`config.mk`:
```
export PLATFORM = sky130hd
export DESIGN_NAME = time_scale_converter
export DESIGN_NICKNAME = d
export VERILOG_FILES = /design/src/tsc_pkg.sv /design/src/time_scale_converter.sv
export SDC_FILE = /design/constraint.sdc
export NUM_CORES = 2
export LEC_CHECK = 0
export BUFFER_PORTS_ARGS = -buffer_cell sky130_fd_sc_hd__buf_2
export CORE_ASPECT_RATIO = 1.4
export CORE_MARGIN = 10
export CORE_UTILIZATION = 55
export CTS_CLUSTER_DIAMETER = 30
export DETAILED_ROUTE_END_ITERATION = 16
export PLACE_DENSITY_LB_ADDON = 0.08
export REMOVE_ABC_BUFFERS = 1
export SYNTH_ARGS = -nofsm -noshare
export SYNTH_HDL_FRONTEND = slang
export SYNTH_SLANG_ARGS = --single-unit
```
`constraint.sdc`:
```
create_clock -name clock -period 21.8 [get_ports clock]
set_input_delay 1.09 -clock clock [delete_from_list [all_inputs] [get_ports clock]]
set_output_delay 1.09 -clock clock [all_outputs]
set_load 0.005 [all_outputs]
```
`src/tsc_pkg.sv`:
```
// Package for the time scale converter: payload types, scale and status codes,
// leap-second tables and the sign-magnitude add and dAT lookup functions.
// No dependencies.
package tsc_pkg;

   localparam int MagW = 63;

   localparam logic [3:0] ScaleUtc = 4'd0;
   localparam logic [3:0] ScaleTt  = 4'd1;
   localparam logic [3:0] ScaleTai = 4'd2;
   localparam logic [3:0] ScaleGps = 4'd3;

   localparam logic [1:0] StatOk          = 2'd0;
   localparam logic [1:0] StatUnsupported = 2'd1;
   localparam logic [1:0] StatTableMiss   = 2'd2;
   localparam logic [1:0] StatOverflow    = 2'd3;

   localparam logic [MagW-1:0] MagMax   = {MagW{1'b1}};
   localparam logic [MagW-1:0] TtTaiNs  = 63'd32184000000;
   localparam logic [MagW-1:0] TaiGpsNs = 63'd19000000000;
   localparam logic [MagW-1:0] SecNs    = 63'd1000000000;

   localparam logic [MagW-1:0] UtcPostStep [5] = '{
      63'd536500800000000000, 63'd488980800000000000, 63'd394372800000000000,
      63'd284040000000000000, 63'd189345600000000000
   };
   localparam logic [MagW-1:0] TaiPostStep [5] = '{
      63'd536500836000000000, 63'd488980835000000000, 63'd394372834000000000,
      63'd284040033000000000, 63'd189345632000000000
   };
   // Pre-epoch points above zero, increasing in magnitude.
   localparam logic [MagW-1:0] UtcPrePt [14] = '{
      63'd31579200000000000,  63'd79012800000000000,  63'd126273600000000000,
      63'd173707200000000000, 63'd205243200000000000, 63'd236779200000000000,
      63'd284040000000000000, 63'd315576000000000000, 63'd378734400000000000,
      63'd457704000000000000, 63'd520862400000000000, 63'd552398400000000000,
      63'd583934400000000000, 63'd631195200000000000
   };
   localparam logic [MagW-1:0] TaiPrePt [14] = '{
      63'd31579169000000000,  63'd79012770000000000,  63'd126273571000000000,
      63'd173707172000000000, 63'd205243173000000000, 63'd236779174000000000,
      63'd284039975000000000, 63'd315575976000000000, 63'd378734377000000000,
      63'd457703978000000000, 63'd520862379000000000, 63'd552398380000000000,
      63'd583934381000000000, 63'd631195182000000000
   };

   typedef struct packed {
      logic [MagW-1:0] mag;
      logic            post;
      logic            ovf;
   } sm_type;

   typedef struct packed {
      logic            miss;
      logic [MagW-1:0] dat_ns;
   } dat_type;

   typedef struct packed {
      logic [MagW-1:0] mag;
      logic            post;
      logic [3:0]      src;
      logic [3:0]      dst;
      logic [1:0]      status;
      logic            done;
      logic [MagW-1:0] dat_ns;
   } pipe_type;

   // Signed add of an offset; saturate on magnitude overflow, flip side on zero crossing.
   function automatic sm_type sm_add(logic [MagW-1:0] mag, logic post,
                                     logic [MagW-1:0] d, logic d_pos);
      logic [MagW:0] sum;
      logic [MagW:0] diff;
      sm_type        r;
      sum   = {1'b0, mag} + {1'b0, d};
      diff  = {1'b0, mag} - {1'b0, d};
      r.ovf = 1'b0;
      if (post == d_pos) begin
         r.post = post;
         if (sum[MagW]) begin
            r.mag = MagMax;
            r.ovf = 1'b1;
         end else begin
            r.mag = sum[MagW-1:0];
         end
      end else if (!diff[MagW]) begin
         r.mag  = diff[MagW-1:0];
         r.post = post;
      end else begin
         r.mag  = d - mag;
         r.post = !post;
      end
      if (r.mag == '0) r.post = 1'b1;
      return r;
   endfunction

   // dAT from a table pair; the point counts set the offset in whole seconds.
   function automatic dat_type dat_lookup(logic [MagW-1:0] mag, logic post,
                                          logic use_tai);
      logic [3:0] cnt;
      logic [5:0] dat_s;
      dat_type    r;
      cnt = 4'd0;
      if (post) begin
         for (int i = 0; i < 5; i++) begin
            cnt = cnt + 4'((use_tai ? mag >= TaiPostStep[i] : mag >= UtcPostStep[i]));
         end
         dat_s  = 6'd32 + {2'b00, cnt};
         r.miss = 1'b0;
      end else begin
         for (int i = 0; i < 14; i++) begin
            cnt = cnt + 4'((use_tai ? mag > TaiPrePt[i] : mag > UtcPrePt[i]));
         end
         dat_s  = 6'd32 - {2'b00, cnt};
         r.miss = (cnt == 4'd14);
      end
      r.dat_ns = MagW'({57'd0, dat_s} * SecNs);
      return r;
   endfunction

endpackage

```
`src/time_scale_converter.sv`:
```
// Time scale converter top level: six-stage pipeline from UTC/TT/TAI/GPS
// to UTC/TT/TAI/GPS through TT. Depends on tsc_pkg.
//
// One sm_add or one table compare per stage. Throughput: one word per cycle;
// a stall on rsp freezes every stage together. Reset (synchronous) clears all
// stage valid bits.
module time_scale_converter (
   input  logic                      clock,
   input  logic                      reset,
   input  logic                      req_valid,
   output logic                      req_ready,
   input  logic [tsc_pkg::MagW-1:0]  req_magnitude_ns,
   input  logic                      req_after_epoch,
   input  logic [3:0]                req_source_scale,
   input  logic [3:0]                req_target_scale,
   output logic                      rsp_valid,
   input  logic                      rsp_ready,
   output logic [tsc_pkg::MagW-1:0]  rsp_result_magnitude_ns,
   output logic                      rsp_result_after_epoch,
   output logic [1:0]                rsp_status
);
   import tsc_pkg::*;

   localparam int Stages = 6;

   logic                    adv;
   logic [Stages-1:0]       vld_ff;
   pipe_type                st_ff [Stages];
   pipe_type                st_in [Stages];

   assign adv       = !vld_ff[Stages-1] || rsp_ready;
   assign req_ready = adv;

   // Stage 0: check scales, normalize zero, UTC source lookup.
   always_comb begin
      dat_type d;
      st_in[0].mag    = req_magnitude_ns;
      st_in[0].post   = req_after_epoch || (req_magnitude_ns == '0);
      st_in[0].src    = req_source_scale;
      st_in[0].dst    = req_target_scale;
      st_in[0].status = StatOk;
      st_in[0].done   = 1'b0;
      d = dat_lookup(st_in[0].mag, st_in[0].post, 1'b0);
      st_in[0].dat_ns = d.dat_ns;
      if (req_source_scale > ScaleGps || req_target_scale > ScaleGps) begin
         st_in[0].status = StatUnsupported;
         st_in[0].done   = 1'b1;
      end else if (req_source_scale == ScaleUtc && d.miss) begin
         st_in[0].status = StatTableMiss;
         st_in[0].done   = 1'b1;
      end
      if (st_in[0].done) begin
         st_in[0].mag  = '0;
         st_in[0].post = 1'b1;
      end
   end

   // Stage 1: add dAT or the GPS offset toward TAI.
   always_comb begin
      sm_type r;
      st_in[1] = st_ff[0];
      r = sm_add(st_ff[0].mag, st_ff[0].post,
                 (st_ff[0].src == ScaleUtc) ? st_ff[0].dat_ns : TaiGpsNs, 1'b1);
      if (!st_ff[0].done && (st_ff[0].src == ScaleUtc || st_ff[0].src == ScaleGps)) begin
         st_in[1].mag  = r.mag;
         st_in[1].post = r.post;
         if (r.ovf) st_in[1].status = StatOverflow;
      end
   end

   // Stage 2: TAI to TT.
   always_comb begin
      sm_type r;
      st_in[2] = st_ff[1];
      r = sm_add(st_ff[1].mag, st_ff[1].post, TtTaiNs, 1'b1);
      if (!st_ff[1].done && st_ff[1].src != ScaleTt) begin
         st_in[2].mag  = r.mag;
         st_in[2].post = r.post;
         if (r.ovf) st_in[2].status = StatOverflow;
      end
   end

   // Stage 3: TT to TAI.
   always_comb begin
      sm_type r;
      st_in[3] = st_ff[2];
      r = sm_add(st_ff[2].mag, st_ff[2].post, TtTaiNs, 1'b0);
      if (!st_ff[2].done && st_ff[2].dst != ScaleTt) begin
         st_in[3].mag  = r.mag;
         st_in[3].post = r.post;
         if (r.ovf) st_in[3].status = StatOverflow;
      end
   end

   // Stage 4: TAI-argument lookup for a UTC target; a miss overrides overflow.
   always_comb begin
      dat_type d;
      st_in[4] = st_ff[3];
      d = dat_lookup(st_ff[3].mag, st_ff[3].post, 1'b1);
      st_in[4].dat_ns = d.dat_ns;
      if (!st_ff[3].done && st_ff[3].dst == ScaleUtc && d.miss) begin
         st_in[4].status = StatTableMiss;
         st_in[4].done   = 1'b1;
         st_in[4].mag    = '0;
         st_in[4].post   = 1'b1;
      end
   end

   // Stage 5: subtract dAT or the GPS offset.
   always_comb begin
      sm_type r;
      st_in[5] = st_ff[4];
      r = sm_add(st_ff[4].mag, st_ff[4].post,
                 (st_ff[4].dst == ScaleUtc) ? st_ff[4].dat_ns : TaiGpsNs, 1'b0);
      if (!st_ff[4].done && (st_ff[4].dst == ScaleUtc || st_ff[4].dst == ScaleGps)) begin
         st_in[5].mag  = r.mag;
         st_in[5].post = r.post;
         if (r.ovf) st_in[5].status = StatOverflow;
      end
   end

   always_ff @(posedge clock) begin
      if (reset) begin
         vld_ff <= '0;
      end else if (adv) begin
         vld_ff <= {vld_ff[Stages-2:0], req_valid};
      end
   end

   // Hold every stage while the output word is stalled.
   always_ff @(posedge clock) begin
      if (adv) begin
         for (int i = 0; i < Stages; i++) st_ff[i] <= st_in[i];
      end
   end

   assign rsp_valid               = vld_ff[Stages-1];
   assign rsp_result_magnitude_ns = st_ff[Stages-1].mag;
   assign rsp_result_after_epoch  = st_ff[Stages-1].post;
   assign rsp_status              = st_ff[Stages-1].status;

endmodule

```
==> Word level (Yosys, flattened, before mapping) <==
Memories as Yosys holds them, arrays and structs flattened.
Cells that the tools add are included.
{ "totals": {"reg_bits": 6, "ram_bits": 828, "in_bits": 76, "output_inout_bits": 68, "word_cells": 180, "n_memories": 1} }
{ "memory_table": {"columns": ["memory", "words", "word_bits", "read_ports", "rd_clocked_by_memory_dff", "wr", "line_no", "source"], "rows": [
  ["st_ff", 6, 138, 6, 0, 6, "time_scale_converter.sv:28", "pipe_type st_ff [Stages];"]
]} }
{ "classes": {"n_addsub": 50, "multipliers": 2, "order_cmp": 40, "eq_ne": 6, "n_mux": 49, "n_reduce_logical": 31} }
{ "ops": {"columns": ["op", "n"], "rows": [
  ["64-bit two-way mux", 14],
  ["63-bit by 59-bit greater-than comparator with 1-bit output (second input constant)", 10],
  ["63-bit by 58-bit greater-than comparator with 1-bit output (second input constant)", 8],
  ["63-bit by 59-bit greater-or-equal comparator with 1-bit output (second input constant)", 6],
  ["63-bit two-way mux", 6],
  ["63-bit logical NOT", 5],
  ["63-bit by 58-bit greater-or-equal comparator with 1-bit output (second input constant)", 4],
  ["63-bit by 57-bit greater-than comparator with 1-bit output (second input constant)", 4],
  ["63-bit by 60-bit greater-than comparator with 1-bit output (second input constant)", 4],
  ["63-bit by 35-bit adder with 64-bit output (second input constant)", 2],
  ["63-bit by 63-bit adder with 64-bit output", 2],
  ["63-bit by 35-bit subtractor with 64-bit output (second input constant)", 2],
  ["63-bit by 63-bit subtractor with 64-bit output", 2],
  ["63-bit by 55-bit greater-than comparator with 1-bit output (second input constant)", 2],
  ["35-bit by 63-bit subtractor with 63-bit output (first input constant)", 2],
  ["63-bit subtractor", 2],
  ["4-bit by 1-bit adder with 4-bit output", 22],
  ["6-bit by 21-bit multiplier with 27-bit output (second input constant)", 2],
  ["3-bit by 1-bit adder with 4-bit output", 4],
  ["4-bit logical NOT", 4],
  ["1-bit two-way mux", 16],
  ["2-bit two-way mux", 8],
  ["2-bit by 1-bit adder with 3-bit output", 4],
  ["6-bit by 4-bit adder with 6-bit output (first input constant)", 2],
  ["other kinds (11)", 41]
]} }

==> Logic depth before layout (Yosys ltp) <==
{ "logic_depth": {"depth_word": 20, "depth_mapped": 45, "mapped_depth_nobuf": 44} }

==> Least setup slack after synthesis <==
OpenSTA, ideal clock, no wires.
{ "synth_path": {"kind": "input to register", "from": "input port rsp_ready", "to": "register vld_ff[0]", "setup_time_ps": 159, "arrival_time_ps": 15495, "path_slack_ps": 6147, "stages": 4, "n_path_buf": 1, "cell_sequence": "nand2b_1 clkbuf_1 mux2i_1 nor2_1"} }
{ "synth_between": {"elab_chain_len": 1} }
{ "synth_rtl": {"columns": ["item", "line_no", "source"], "rows": [
  ["from (decl)", "time_scale_converter.sv:17", "input logic rsp_ready,"],
  ["1-bit logical OR", "time_scale_converter.sv:31", "assign adv = !vld_ff[Stages-1] || rsp_ready;"],
  ["named net req_ready", "time_scale_converter.sv:11", "output logic req_ready,"],
  ["to (signal assigned)", "time_scale_converter.sv:126", "vld_ff <= {vld_ff[Stages-2:0], req_valid};"],
  ["to (decl)", "time_scale_converter.sv:27", "logic [Stages-1:0] vld_ff;"]
]} }
The timed path passes the listed nets, and every way through them passes these cells.
A chain may end at the register's enable or synchronous reset.

==> results.ini <==
[run_status]
status = finished clean

[worst_setup_path]
crit_required_ns = 22.26
cp_data_arrival_time_ns = 12.99
crit_fanout = 15
critPathMaxStageDelay_ns = 1.01
worstSetupStartpointType = register
end_kind = register
crit_top_cell = fa_1
critPathBufInv = 6
cpLargestDelayFamily = adder cells
crit_slowest_cell = nor4_1
path_class = reg2reg

[cts]
ctsHoldBuffers = 0
cts.path.max_buffers = 3
htreeDepth = 3
cts_setup_buffers = 0
cts_root_buffer = clkbuf_16
cts_made_buffers = 87
cts_sinks = 489
cts_resized = 0
cts.reportedPaths.clkPinSlew_ns = 0.06
clock_latency_ns = 0.74
cts_tree = yes

[global_route]
grt_max_degree = 160
grt_pass1_vias = 55100
grt_overflow_total = 0
antenna_found_initial = 20
grt_util_met2_pct = 69.8
gr-max-usage-layer = met2
track_usage_pct = 42.1
gr-usage-met1_pct = 42.5
grt_pass1_wl_um = 350000
grtUsageMet3_pct = 9.54

[logic_synthesis]
avgSynthCellArea_um2 = 7.74
yosys.area.top_type_share_pct = 27.3
synth_top_area_cell = edfxtp_1
yosys-top-cells-area = edfxtp_1 (27%), ha_1 (7.0%), nand2_1 (5.3%)
syn_area_um2 = 53200
synth-seq-cells = 489
synth.most_common_cell = nand2_1
ys_warn_count = 0
synth-edff-count = 483
synth_cells = 6871
ys_seq_area_share_pct = 27.5
async_reset_ff_share_pct = 0
synthDistinctLibCells = 109
ys.flop_type = edfxtp_1
synth_common_cells = nand2_1 (750), nor2_1 (552), a21oi_1 (518), o21ai_0 (510), edfxtp_1 (483)

[place]
io_buffer_count = 143
place_ws_ns = 10.14
gp_congestion = 1.08
dpl.hpwl_um = 179000

[timing]
grt_setup_unrepaired = no
fmax_mhz = 79.8
finalCriticalPeriod_ns = 12.54
tightest_slew_ns = 1.43
finalWorstSetupSlack_ns = 9.26
post-route-period-util_pct = 57.5
holdWs_ns = 0.417
hold_viol_final = 0
fin_setup_tns_ns = 0
skew_ns = 0.0687
setup_viol = 0
drv_slew = 0
slew_headroom_pct = 3.67

[layout]
fin_nets = 7174
multiInputGateArea_um2 = 35400
drive_gt1_share_pct = 8.19
nFillCells = 8586
areaGrowthSynthToFinish_pct = 8.52
regArea_um2 = 14600

[floorplanning]
row_count = 134
die_w_um = 283
pin_count = 144
die_height_um = 388
initial_core_util_pct = 55.6
core_um2 = 95700
design.die.area_um2 = 110000

[drt]
via_per_inst = 7.09
drt_iter0_drc = 7300
routed_wl_um = 238000
firstDrtPassIters = 9
drt-wirelength-per-cell_um = 29.4
vias = 57500
ant_nets = 0
remaining_drc_errors = 0

[worst_hold_path]
hold_path.class = reg2reg

[power]
cellPowerDensity_nw_per_um2 = 104
leakagePower_nw = 23.3
ir_worst_vdd_v = 0.000197

[flow_run]
cap_violations = 0

[where the power goes]
group          total [mW]  leakage, nW  switching (mW)  internal [mW]
registers            1.35         5.72          0.0987           1.26
clock network        1.45         1.50           0.557          0.894
logic                3.19         16.0            1.96           1.23
total                6.00         23.3            2.62           3.38
[worst register-to-register path, delay by kind of cell, from the launching register on]
kind            cells  cell delay (ns)
compound gates     12             3.03
fa+ha+maj          10             4.09
flops               1             0.64
simple gates        6             2.68
xor+xnor            3             1.05
buf+inv             6             0.76
[cells by family (layout without fill, tap and decap cells)]
kind of cell	Yosys count	in the layout	synth area share (%)
compound gates	2013	2013	24.2
xor+xnor	235	235	3.87
fa+ha+maj	372	372	9.82
buf+inv	861	789	6.28
flops	489	489	27.5
mux	73	73	1.42
other cells	0	14	0
simple gates	2828	2828	26.9
[final timing paths]
kind | startpoint | to | slack, ns | depth (start not counted)
setup / recovery | st_ff[3][90]$_DFFE_PP_ | st_ff[4][32]$_DFFE_PP_ | 9.26 | 37
hold reg to reg | st_ff[3][69]$_DFFE_PP_ | st_ff[4][69]$_DFFE_PP_ | 0.42 | 0
hold / removal | st_ff[3][69]$_DFFE_PP_ | st_ff[4][69]$_DFFE_PP_ | 0.42 | 0
setup reg to reg | st_ff[3][90]$_DFFE_PP_ | st_ff[4][32]$_DFFE_PP_ | 9.26 | 37
[per-layer routing]
metal	up-vias	routed length [um]	share of wire, %
met1	26800	74400	31
met4	14	29200	12
met2	4192	112000	47
li1	25000	-	-
met3	1463	22500	9.4
met5	-	96	0.040
[stage by stage]
step / util, % / total power [mW] / cells / instance area [um2]
after floorplan: - / 3.48 / 6388 / 51300
after global placement: 57.0 / 4.28 / 7929 / 54500
after detailed placement: 57.0 / 4.39 / 7929 / 54500
after CTS: 60.3 / 5.89 / 8091 / 57700
after global routing: 60.3 / 6.30 / 8098 / 57700
final: 60.3 / 6.00 / 8105 / 57700
[registers in the layout (all words and copies together), names as in the netlist]
signal  cells
vld_ff      6
st_ff     483
[area by class of cell]
class	count	share of cell area [%]
flip-flops and latches	489	25.3
diodes	14	0.0607
repair buffers	249	2.64
multi-input cells	5521	61.2
inverters	378	2.46
clock buffers	91	3.83
well taps	1292	2.80
clock inverters	71	1.63
[cells in the final DEF, fill, tap and decap left out, types with 59 or more instances in the layout]
master	count
nand2_1	750
nor2_1	548
a21oi_1	517
o21ai_0	508
edfxtp_1	483
inv_1	373
ha_1	296
nand3_1	238
nor3_1	211
xnor2_1	163
buf_2	143
nand4_1	139
nor4_1	131
nand2b_1	119
nor2b_1	115
a31oi_1	113
and2_1	107
buf_4	105
or3_1	94
a21o_1	91
clkbuf_16	88
and3_1	87
fa_1	76
xor2_1	72
o21bai_1	69
o22ai_1	67
a211oi_1	65
o31ai_1	64
or2_2	59
Note: power is estimated with default switching activity, not from simulation.
